===== config.mk =====
export PLATFORM = sky130hd
export DESIGN_NAME = haar_2x2_feature_extractor_top_flat
export DESIGN_NICKNAME = d
export VERILOG_FILES = /design/src/h2f_pkg.sv /design/src/h2f_if.sv /design/src/h2f_col_cell.sv /design/src/h2f_line_buf.sv /design/src/haar_2x2_feature_extractor_top.sv /design/src/flat_wrapper.sv
export SDC_FILE = /design/constraint.sdc
export NUM_CORES = 1
export LEC_CHECK = 0
export BUFFER_PORTS_ARGS = -buffer_cell sky130_fd_sc_hd__buf_4
export CORE_MARGIN = 2
export CORE_UTILIZATION = 65
export DETAILED_ROUTE_END_ITERATION = 8
export GPL_TIMING_DRIVEN = 0
export PLACE_DENSITY = 0.84
export SETUP_SLACK_MARGIN = 0.02
export SYNTH_ARGS = -nofsm -noshare
export SYNTH_HDL_FRONTEND = slang
export SYNTH_HIERARCHICAL = 1
export SYNTH_SLANG_ARGS = --single-unit

===== constraint.sdc =====
create_clock -name clk -period 10.65 [get_ports clk]
set_input_delay 1.5975 -clock clk [delete_from_list [all_inputs] [get_ports clk]]
set_output_delay 1.5975 -clock clk [all_outputs]
set_load 0.1 [all_outputs]

===== src/h2f_pkg.sv =====
// Package: shared constants and types of the 2x2 Haar feature extractor.
`default_nettype none
package h2f_pkg;
	localparam int unsigned MAX_WIDTH    = 64;
	localparam int unsigned HEIGHT_LIMIT = 64;
	localparam int unsigned ADDR_W       = $clog2(MAX_WIDTH);
	localparam int unsigned CNT_W        = 6;
	localparam int unsigned DIM_W        = 7;
	localparam int unsigned PIX_W        = 8;
	localparam int unsigned WIN_COLS     = 2;

	localparam logic [DIM_W-1:0] WIDTH_RESET  = 7'd19;
	localparam logic [DIM_W-1:0] HEIGHT_RESET = 7'd19;
	localparam logic [DIM_W-1:0] DIM_MIN      = 7'd2;

	typedef enum logic {
		CFG_FRAME_WIDTH  = 1'b0,
		CFG_FRAME_HEIGHT = 1'b1
	} cfg_idx_t;

	// One column of the 2x2 window: pixel of the row above and of the current row.
	typedef struct packed {
		logic [PIX_W-1:0] top;
		logic [PIX_W-1:0] bottom;
	} pix_pair_t;
endpackage
`default_nettype wire


===== src/h2f_if.sv =====
// Interfaces: pixel input channel and feature output channel.
`default_nettype none
interface h2f_pixel_if;
	logic       valid;
	logic       ready;
	logic [7:0] pixel;

	modport source (output valid, output pixel, input ready);
	modport sink (input valid, input pixel, output ready);
endinterface

interface h2f_feat_if;
	logic              valid;
	logic              ready;
	logic signed [8:0] diff_right;
	logic signed [8:0] diff_down;
	logic signed [9:0] diff_diagonal;
	logic [5:0]        anchor_row;
	logic [5:0]        anchor_col;
	logic              last_of_frame;

	modport source (output valid, output diff_right, output diff_down,
		output diff_diagonal, output anchor_row, output anchor_col,
		output last_of_frame, input ready);
	modport sink (input valid, input diff_right, input diff_down,
		input diff_diagonal, input anchor_row, input anchor_col,
		input last_of_frame, output ready);
endinterface
`default_nettype wire


===== src/h2f_col_cell.sv =====
// Window column cell: holds one vertical pixel pair and passes it on when advanced.
`default_nettype none
module h2f_col_cell (
	input  wire                clk,
	input  wire                arst_n,
	input  wire                advance,
	input  h2f_pkg::pix_pair_t pair_in,
	output h2f_pkg::pix_pair_t pair_q
);
	always_ff @(posedge clk or negedge arst_n) begin
		if (!arst_n) begin
			pair_q <= '0;
		end else if (advance) begin
			pair_q <= pair_in;
		end
	end
endmodule
`default_nettype wire


===== src/h2f_line_buf.sv =====
// Line buffer: one row of pixels, one write and one registered read per cycle.
`default_nettype none
module h2f_line_buf (
	input  wire                              clk,
	input  wire                              wr_en,
	input  wire  [h2f_pkg::ADDR_W-1:0]       wr_addr,
	input  wire  [h2f_pkg::PIX_W-1:0]        wr_data,
	input  wire                              rd_en,
	input  wire  [h2f_pkg::ADDR_W-1:0]       rd_addr,
	output logic [h2f_pkg::PIX_W-1:0]        rd_data_q
);
	logic [h2f_pkg::PIX_W-1:0] mem_q [h2f_pkg::MAX_WIDTH];

	always_ff @(posedge clk) begin
		if (wr_en) begin
			mem_q[wr_addr] <= wr_data;
		end
	end

	always_ff @(posedge clk) begin
		if (rd_en) begin
			rd_data_q <= mem_q[rd_addr];
		end
	end
endmodule
`default_nettype wire


===== src/haar_2x2_feature_extractor_top.sv =====
// Top level: 2x2 Haar-like feature extractor over a raster pixel stream.
//
//   channel | dir | handshake          | payload
//   --------+-----+--------------------+------------------------------------------
//   pix     | in  | valid/ready        | pixel[7:0]
//   feat    | out | valid/ready        | diff_right, diff_down, diff_diagonal,
//           |     |                    | anchor_row, anchor_col, last_of_frame
//   cfg     | in  | cfg_we (no ready)  | cfg_index (0 width, 1 height), cfg_data[6:0]
//
// One pixel per clock unless output stalls; results go to stage 1, then stage 2.
// The rate is set by the line buffer's one write and one read per cycle, which is read one
// pixel ahead: the address of the next pixel is known when the current one is accepted.
// Reset clears counters, window cells and valid flags; the line buffer is not cleared.
// A stalled result sits in the output register while one more window waits in stage 1;
// the pixel input stalls only when both are full.
`default_nettype none
module haar_2x2_feature_extractor_top (
	input  wire                              clk,
	input  wire                              arst_n,
	h2f_pixel_if.sink                        pix,
	h2f_feat_if.source                       feat,
	input  wire                              cfg_we,
	input  wire                              cfg_index,
	input  wire  [h2f_pkg::DIM_W-1:0]        cfg_data
);
	localparam int unsigned CW = h2f_pkg::CNT_W;
	localparam int unsigned DW = h2f_pkg::DIM_W;

	// configuration registers
	logic [DW-1:0] frame_width_q, frame_height_q;
	logic [DW-1:0] w_eff, h_eff;

	// raster position of the pixel about to be accepted
	logic [CW-1:0] col_q, row_q;
	logic [CW-1:0] col_nxt, row_nxt;
	logic          row_end, frame_end, produce;

	// stage 1: window in the cells plus its metadata; stage 2: output register
	logic          v_s1, v_s2;
	logic [CW-1:0] anc_row_s1, anc_col_s1;
	logic          last_s1;
	logic          in_acc, s2_load;

	logic [h2f_pkg::PIX_W-1:0] above_pix;
	h2f_pkg::pix_pair_t        cell_in  [h2f_pkg::WIN_COLS];
	h2f_pkg::pix_pair_t        cell_q   [h2f_pkg::WIN_COLS];

	// ---------------------------------------------------------------- config
	always_ff @(posedge clk or negedge arst_n) begin
		if (!arst_n) begin
			frame_width_q  <= h2f_pkg::WIDTH_RESET;
			frame_height_q <= h2f_pkg::HEIGHT_RESET;
		end else if (cfg_we) begin
			case (h2f_pkg::cfg_idx_t'(cfg_index))
				h2f_pkg::CFG_FRAME_WIDTH:  frame_width_q  <= cfg_data;
				h2f_pkg::CFG_FRAME_HEIGHT: frame_height_q <= cfg_data;
				default: ;
			endcase
		end
	end

	// clamp width and height into 2..64
	always_comb begin
		if (frame_width_q < h2f_pkg::DIM_MIN) begin
			w_eff = h2f_pkg::DIM_MIN;
		end else if (frame_width_q > DW'(h2f_pkg::MAX_WIDTH)) begin
			w_eff = DW'(h2f_pkg::MAX_WIDTH);
		end else begin
			w_eff = frame_width_q;
		end
		if (frame_height_q < h2f_pkg::DIM_MIN) begin
			h_eff = h2f_pkg::DIM_MIN;
		end else if (frame_height_q > DW'(h2f_pkg::HEIGHT_LIMIT)) begin
			h_eff = DW'(h2f_pkg::HEIGHT_LIMIT);
		end else begin
			h_eff = frame_height_q;
		end
	end

	// ------------------------------------------------------------- handshake
	assign s2_load   = !v_s2 || feat.ready;
	assign pix.ready = !v_s1 || s2_load;
	assign in_acc    = pix.valid && pix.ready;

	// ---------------------------------------------------------- raster count
	always_comb begin
		row_end   = ({1'b0, col_q} + 7'd1) >= w_eff;
		frame_end = row_end && (({1'b0, row_q} + 7'd1) >= h_eff);
		produce   = (row_q != '0) && (col_q != '0);
		col_nxt   = row_end ? '0 : col_q + CW'(1);
		if (!row_end) begin
			row_nxt = row_q;
		end else if (frame_end) begin
			row_nxt = '0;
		end else begin
			row_nxt = row_q + CW'(1);
		end
	end

	always_ff @(posedge clk or negedge arst_n) begin
		if (!arst_n) begin
			col_q <= '0;
			row_q <= '0;
		end else if (in_acc) begin
			col_q <= col_nxt;
			row_q <= row_nxt;
		end
	end

	// ---------------------------------------------------------- line buffer
	// Write the new pixel at its column; fetch the next column's pixel of the row above.
	h2f_line_buf u_line_buf (
		.clk       (clk),
		.wr_en     (in_acc),
		.wr_addr   (col_q[h2f_pkg::ADDR_W-1:0]),
		.wr_data   (pix.pixel),
		.rd_en     (in_acc),
		.rd_addr   (col_nxt[h2f_pkg::ADDR_W-1:0]),
		.rd_data_q (above_pix)
	);

	// ---------------------------------------------------------- window cells
	// Cell 0 takes the new column (above, current); each later cell takes its neighbor.
	always_comb begin
		cell_in[0].top    = above_pix;
		cell_in[0].bottom = pix.pixel;
		for (int i = 1; i < h2f_pkg::WIN_COLS; i++) begin
			cell_in[i] = cell_q[i-1];
		end
	end

	for (genvar g = 0; g < h2f_pkg::WIN_COLS; g++) begin : g_cell
		h2f_col_cell u_cell (
			.clk     (clk),
			.arst_n  (arst_n),
			.advance (in_acc),
			.pair_in (cell_in[g]),
			.pair_q  (cell_q[g])
		);
	end

	// ---------------------------------------------------------------- stage 1
	always_ff @(posedge clk or negedge arst_n) begin
		if (!arst_n) begin
			v_s1 <= 1'b0;
		end else if (in_acc) begin
			v_s1 <= produce;
		end else if (s2_load) begin
			v_s1 <= 1'b0;
		end
	end

	always_ff @(posedge clk) begin
		if (in_acc) begin
			anc_row_s1 <= row_q - CW'(1);
			anc_col_s1 <= col_q - CW'(1);
			last_s1    <= frame_end;
		end
	end

	// ---------------------------------------------------------------- stage 2
	// a = top-left, b = top-right, c = bottom-left, d = bottom-right
	logic [9:0] pa, pb, pc, pd;
	always_comb begin
		pa = {2'b00, cell_q[1].top};
		pc = {2'b00, cell_q[1].bottom};
		pb = {2'b00, cell_q[0].top};
		pd = {2'b00, cell_q[0].bottom};
	end

	always_ff @(posedge clk or negedge arst_n) begin
		if (!arst_n) begin
			v_s2 <= 1'b0;
		end else if (s2_load) begin
			v_s2 <= v_s1;
		end
	end

	always_ff @(posedge clk) begin
		if (s2_load && v_s1) begin
			feat.diff_right    <= 9'(pa - pb);
			feat.diff_down     <= 9'(pa - pc);
			feat.diff_diagonal <= (pa + pd) - (pb + pc);
			feat.anchor_row    <= anc_row_s1;
			feat.anchor_col    <= anc_col_s1;
			feat.last_of_frame <= last_s1;
		end
	end

	assign feat.valid = v_s2;

	// ------------------------------------------------------------- checks
	a_window_to_s1: assert property (@(posedge clk) disable iff (!arst_n)
		in_acc && produce |=> v_s1)
		else $error("window pixel accepted but stage 1 not loaded");

	a_s1_to_s2: assert property (@(posedge clk) disable iff (!arst_n)
		v_s1 && s2_load |=> v_s2)
		else $error("stage 1 window lost on its way to the output");

	a_col_wrap: assert property (@(posedge clk) disable iff (!arst_n)
		in_acc && row_end |=> col_q == '0)
		else $error("column count did not wrap at row end");

	a_col_step: assert property (@(posedge clk) disable iff (!arst_n)
		in_acc && !row_end |=> col_q == $past(col_q) + CW'(1))
		else $error("column count did not advance");
endmodule
`default_nettype wire

===== src/flat_wrapper.sv =====
// flat-port wrapper written by rule: the top's interface ports become plain ports
module haar_2x2_feature_extractor_top_flat 
  (clk, arst_n, cfg_we, cfg_index, cfg_data, pix_valid, pix_pixel, pix_ready, feat_valid, feat_diff_right, feat_diff_down, feat_diff_diagonal, feat_anchor_row, feat_anchor_col, feat_last_of_frame, feat_ready);
  h2f_pixel_if pix_i ();
  h2f_feat_if feat_i ();
  input  wire clk;
  input  wire arst_n;
  input  wire cfg_we;
  input  wire cfg_index;
  input  wire  [h2f_pkg::DIM_W-1:0] cfg_data;
  input wire logic [$bits(pix_i.valid)-1:0] pix_valid;
  input wire logic [$bits(pix_i.pixel)-1:0] pix_pixel;
  output wire logic [$bits(pix_i.ready)-1:0] pix_ready;
  output wire logic [$bits(feat_i.valid)-1:0] feat_valid;
  output wire logic [$bits(feat_i.diff_right)-1:0] feat_diff_right;
  output wire logic [$bits(feat_i.diff_down)-1:0] feat_diff_down;
  output wire logic [$bits(feat_i.diff_diagonal)-1:0] feat_diff_diagonal;
  output wire logic [$bits(feat_i.anchor_row)-1:0] feat_anchor_row;
  output wire logic [$bits(feat_i.anchor_col)-1:0] feat_anchor_col;
  output wire logic [$bits(feat_i.last_of_frame)-1:0] feat_last_of_frame;
  input wire logic [$bits(feat_i.ready)-1:0] feat_ready;
  assign pix_i.valid = pix_valid;
  assign pix_i.pixel = pix_pixel;
  assign pix_ready = pix_i.ready;
  assign feat_valid = feat_i.valid;
  assign feat_diff_right = feat_i.diff_right;
  assign feat_diff_down = feat_i.diff_down;
  assign feat_diff_diagonal = feat_i.diff_diagonal;
  assign feat_anchor_row = feat_i.anchor_row;
  assign feat_anchor_col = feat_i.anchor_col;
  assign feat_last_of_frame = feat_i.last_of_frame;
  assign feat_i.ready = feat_ready;
  haar_2x2_feature_extractor_top u_core (.clk(clk), .arst_n(arst_n), .pix(pix_i), .feat(feat_i), .cfg_we(cfg_we), .cfg_index(cfg_index), .cfg_data(cfg_data));
endmodule

==> metrics.cfg <==
[run_status]
outcome = finished clean

[detailed_routing]
vias = 14100
detail_route.vias_per_cell = 6.55
routed_wl_mm = 57.7
remaining_drc_errors = 0
first_iter_violations = 1646
postRouteAntennaNets = 0
drt_first_pass_iters = 8
avgRoutedWirePerCell_um = 26.9

[place]
dp.final_hpwl_mm = 36.7
post_dp_cell_area_sq_um = 27600
placed_instances = 2033
port_buffers = 63
last_weighted_congestion_value_of_the_routability_driven_placer = 0.963

[timing]
final-max-slew-violation-count = 0
max_slew.worst_pin.slew_ns = 1.33
finalCriticalPeriod_ns = 5.84
fmaxAchievable_ghz = 0.171
worst_clock_skew_ns = 0.0209
max_slew_margin_pct = 10.7
totalNegativeSetupSlack_ns = 0
post_route_fraction_of_the_period_consumed_by_the_critical_path_pct = 54.9
final_hold_viol_count = 0
final-setup-viol-count = 0
grt_setup_unrepaired = no

[setup_path]
r2r_setup_slack_ns = 4.81
reg2reg_path_depth = 18
critical_path_class = reg2reg
crit_fanout = 14
r2r-end = u_core/u_line_buf/rd_data_q[1]
critPathCaptureType = flop
cp-start-kind = flop
arrival_ns = 6.17
r2r_start = u_core/col_q[0]
timing.critical_path.required_ns = 10.98

[grt]
grt_antenna_before_repair = 1
gr-total-overflow = 0
grt_max_degree = 66
global_route_wire_length_before_repair_mm = 86.8
use_met2_pct = 45.8
grt-busiest-layer = met2
first_global_vias = 14200
groute.layer.met1.usage_pct = 37.3
grtUsageTotal_pct = 28.3
grt_use_met3_pct = 6.54

[die]
die_height_um = 206
initial_core_util_pct = 66.3
rows = 73
floorplan.die_area_sq_um = 42400
core_sq_um = 40000
ios = 64
die-width_um = 206

[min_path]
min_delay_worst_endpoint = u_core/feat.anchor_row[4]
worst_min_path_class = reg2reg
min_delay_path_depth = 0
hold_path_startpoint = u_core/anc_row_s1[4]

[final_layout]
drive_above_1_share_pct = 24.1
count_of_inserted_antenna_diode_cells = 0
layout_cell_area_excl_fill_sq_um = 29500
nFillCells = 2267
final_net_count = 1655
fin_util_pct = 73.8
final_cell_mix = sky130_fd_sc_hd__edfxtp_1, sky130_fd_sc_hd__mux4_2, sky130_fd_sc_hd__nor2_1, sky130_fd_sc_hd__buf_4, sky130_fd_sc_hd__inv_1
multi_input_comb_area_sq_um = 7080
ff_latch_area_sq_um = 18700
post_route_non_filler_standard_cell_count = 2146
synthToLayoutAreaGrowth_pct = 11.4
layout_commonest_cell = sky130_fd_sc_hd__edfxtp_1

[yosys]
synth_flop_cell = sky130_fd_sc_hd__edfxtp_1
async_reset_ff_share_pct = 9.46
postSynthCellCount = 1445
number_of_synthesized_flops_with_an_enable_pin = 574
synthesized_area_per_cell_sq_um = 18.3
synth_area_sq_um = 26500
synth.ff_latch_count = 634
netlist-cell-type-count = 62
synth_nets = 1530
ys.warnings.count = 6
synth_sequential_area_ratio_pct = 70.7

[cts]
cts-root-buf = sky130_fd_sc_hd__clkbuf_16
post_cts_hold_buffer_count = 0
clock_insertion_delay_worst_skew_ns = 0.63
number_of_buffers_added_by_the_clock_tree_synthesis_step = 59
postCtsSetupRepairBufs = 0
cts_buffer_depth = 3
cts_tree = done
htree_levels = 2
clkTransAtPathRegs_ns = 0.06
clock-sinks = 634
cts.repair.resized = 0

[run]
max_cap_violations = 0

worst max path at each step:
stage	startpoint	end	slack (ns)	cells past startpoint
5_1_grt	u_core/col_q[0]	u_core/u_line_buf/rd_data_q[1]	4.63	18
2_1_floorplan	feat_ready	u_core/u_line_buf/mem_q[62][0]	6.14	7
3_5_place_dp	u_core/col_q[0]	u_core/u_line_buf/rd_data_q[2]	5.04	18
4_1_cts	u_core/col_q[0]	u_core/u_line_buf/rd_data_q[2]	4.99	18
3_3_place_gp	u_core/col_q[0]	u_core/u_line_buf/rd_data_q[2]	5.16	18
6_report	u_core/col_q[0]	u_core/u_line_buf/rd_data_q[1]	4.81	18
cell usage after synthesis, types with 20 or more instances:
master	count	area, sq um
sky130_fd_sc_hd__dfrtp_1	54	1350
sky130_fd_sc_hd__edfxtp_1	574	17200
sky130_fd_sc_hd__ha_1	46	576
sky130_fd_sc_hd__inv_1	71	267
sky130_fd_sc_hd__mux2_2	41	462
sky130_fd_sc_hd__mux2_4	21	315
sky130_fd_sc_hd__mux2i_1	25	250
sky130_fd_sc_hd__mux4_2	126	2840
sky130_fd_sc_hd__nand2_1	43	161
sky130_fd_sc_hd__nand3_1	24	120
sky130_fd_sc_hd__nor2_1	108	405
sky130_fd_sc_hd__nor2b_1	21	131
sky130_fd_sc_hd__o21ai_0	21	105
sky130_fd_sc_hd__xnor2_1	20	175
cells by family (layout without fill, tap and decap cells):
| family | count (synthesis) | after routing | synth area share, % |
|---|---|---|---|
| buffers and inverters | 132 | 308 | 2.56 |
| XOR/XNOR | 28 | 28 | 0.925 |
| AO/OA/AOI/OAI | 114 | 114 | 3.07 |
| adder cells (fa/ha/maj) | 64 | 64 | 3.53 |
| flip-flops | 634 | 634 | 70.7 |
| AND/OR/NAND/NOR | 260 | 260 | 4.62 |
| multiplexers | 213 | 213 | 14.6 |
layer usage:
layer  routed length (um)  vias to the layer above
li1                     -                     5918
met1                20700                     7053
met2                27700                      891
met3                 6430                      199
met4                 2880                        0
met5                    0                        -
registers in the layout, indices dropped and copies added, names as in the netlist, 7 cells and up:
register                     cells
u_core/u_line_buf/rd_data_q      8
u_core/frame_height_q            7
u_core/frame_width_q             7
u_core/feat.diff_diagonal       10
u_core/feat.diff_down            9
u_core/g_cell.u_cell/pair_q     32
u_core/feat.diff_right           9
u_core/u_line_buf/mem_q        512
worst max-delay path, stage by stage (launching register included):
cell	delay, ns
sky130_fd_sc_hd__dfrtp_1	0.69
sky130_fd_sc_hd__inv_1	0.23
sky130_fd_sc_hd__nor3_1	0.27
sky130_fd_sc_hd__xor2_1	0.25
sky130_fd_sc_hd__ha_1	0.29
sky130_fd_sc_hd__a21o_1	0.19
sky130_fd_sc_hd__a221oi_2	0.30
sky130_fd_sc_hd__o21ai_2	0.16
sky130_fd_sc_hd__buf_4	0.21
sky130_fd_sc_hd__nor2_1	0.54
sky130_fd_sc_hd__buf_6	0.31
sky130_fd_sc_hd__buf_12	0.22
sky130_fd_sc_hd__buf_12	0.17
sky130_fd_sc_hd__buf_4	0.26
sky130_fd_sc_hd__buf_4	0.29
sky130_fd_sc_hd__mux2i_1	0.27
sky130_fd_sc_hd__a22oi_1	0.16
sky130_fd_sc_hd__a221oi_1	0.55
sky130_fd_sc_hd__o2bb2ai_1	0.21
layout make-up:
type,count,share of cell area [%]
Buffer,61,1.40
Tap cell,525,2.22
Clock buffer,80,5.51
Timing Repair Buffer,64,1.62
Clock inverter,32,0.890
Inverter,71,0.902
Sequential cell,634,63.5
Multi-Input combinational cell,679,24.0
metrics by stage:
step	worst slack (ns)	hold WS, ns
detailed placement	5.04	0.407
floorplan	6.14	0.400
global route	4.63	0.425
global placement	5.16	0.403
finish	4.81	0.425
CTS	4.99	0.423
Power is not shown: default switching activity piles up to over one toggle a cycle in this logic, so the estimate is an artifact.
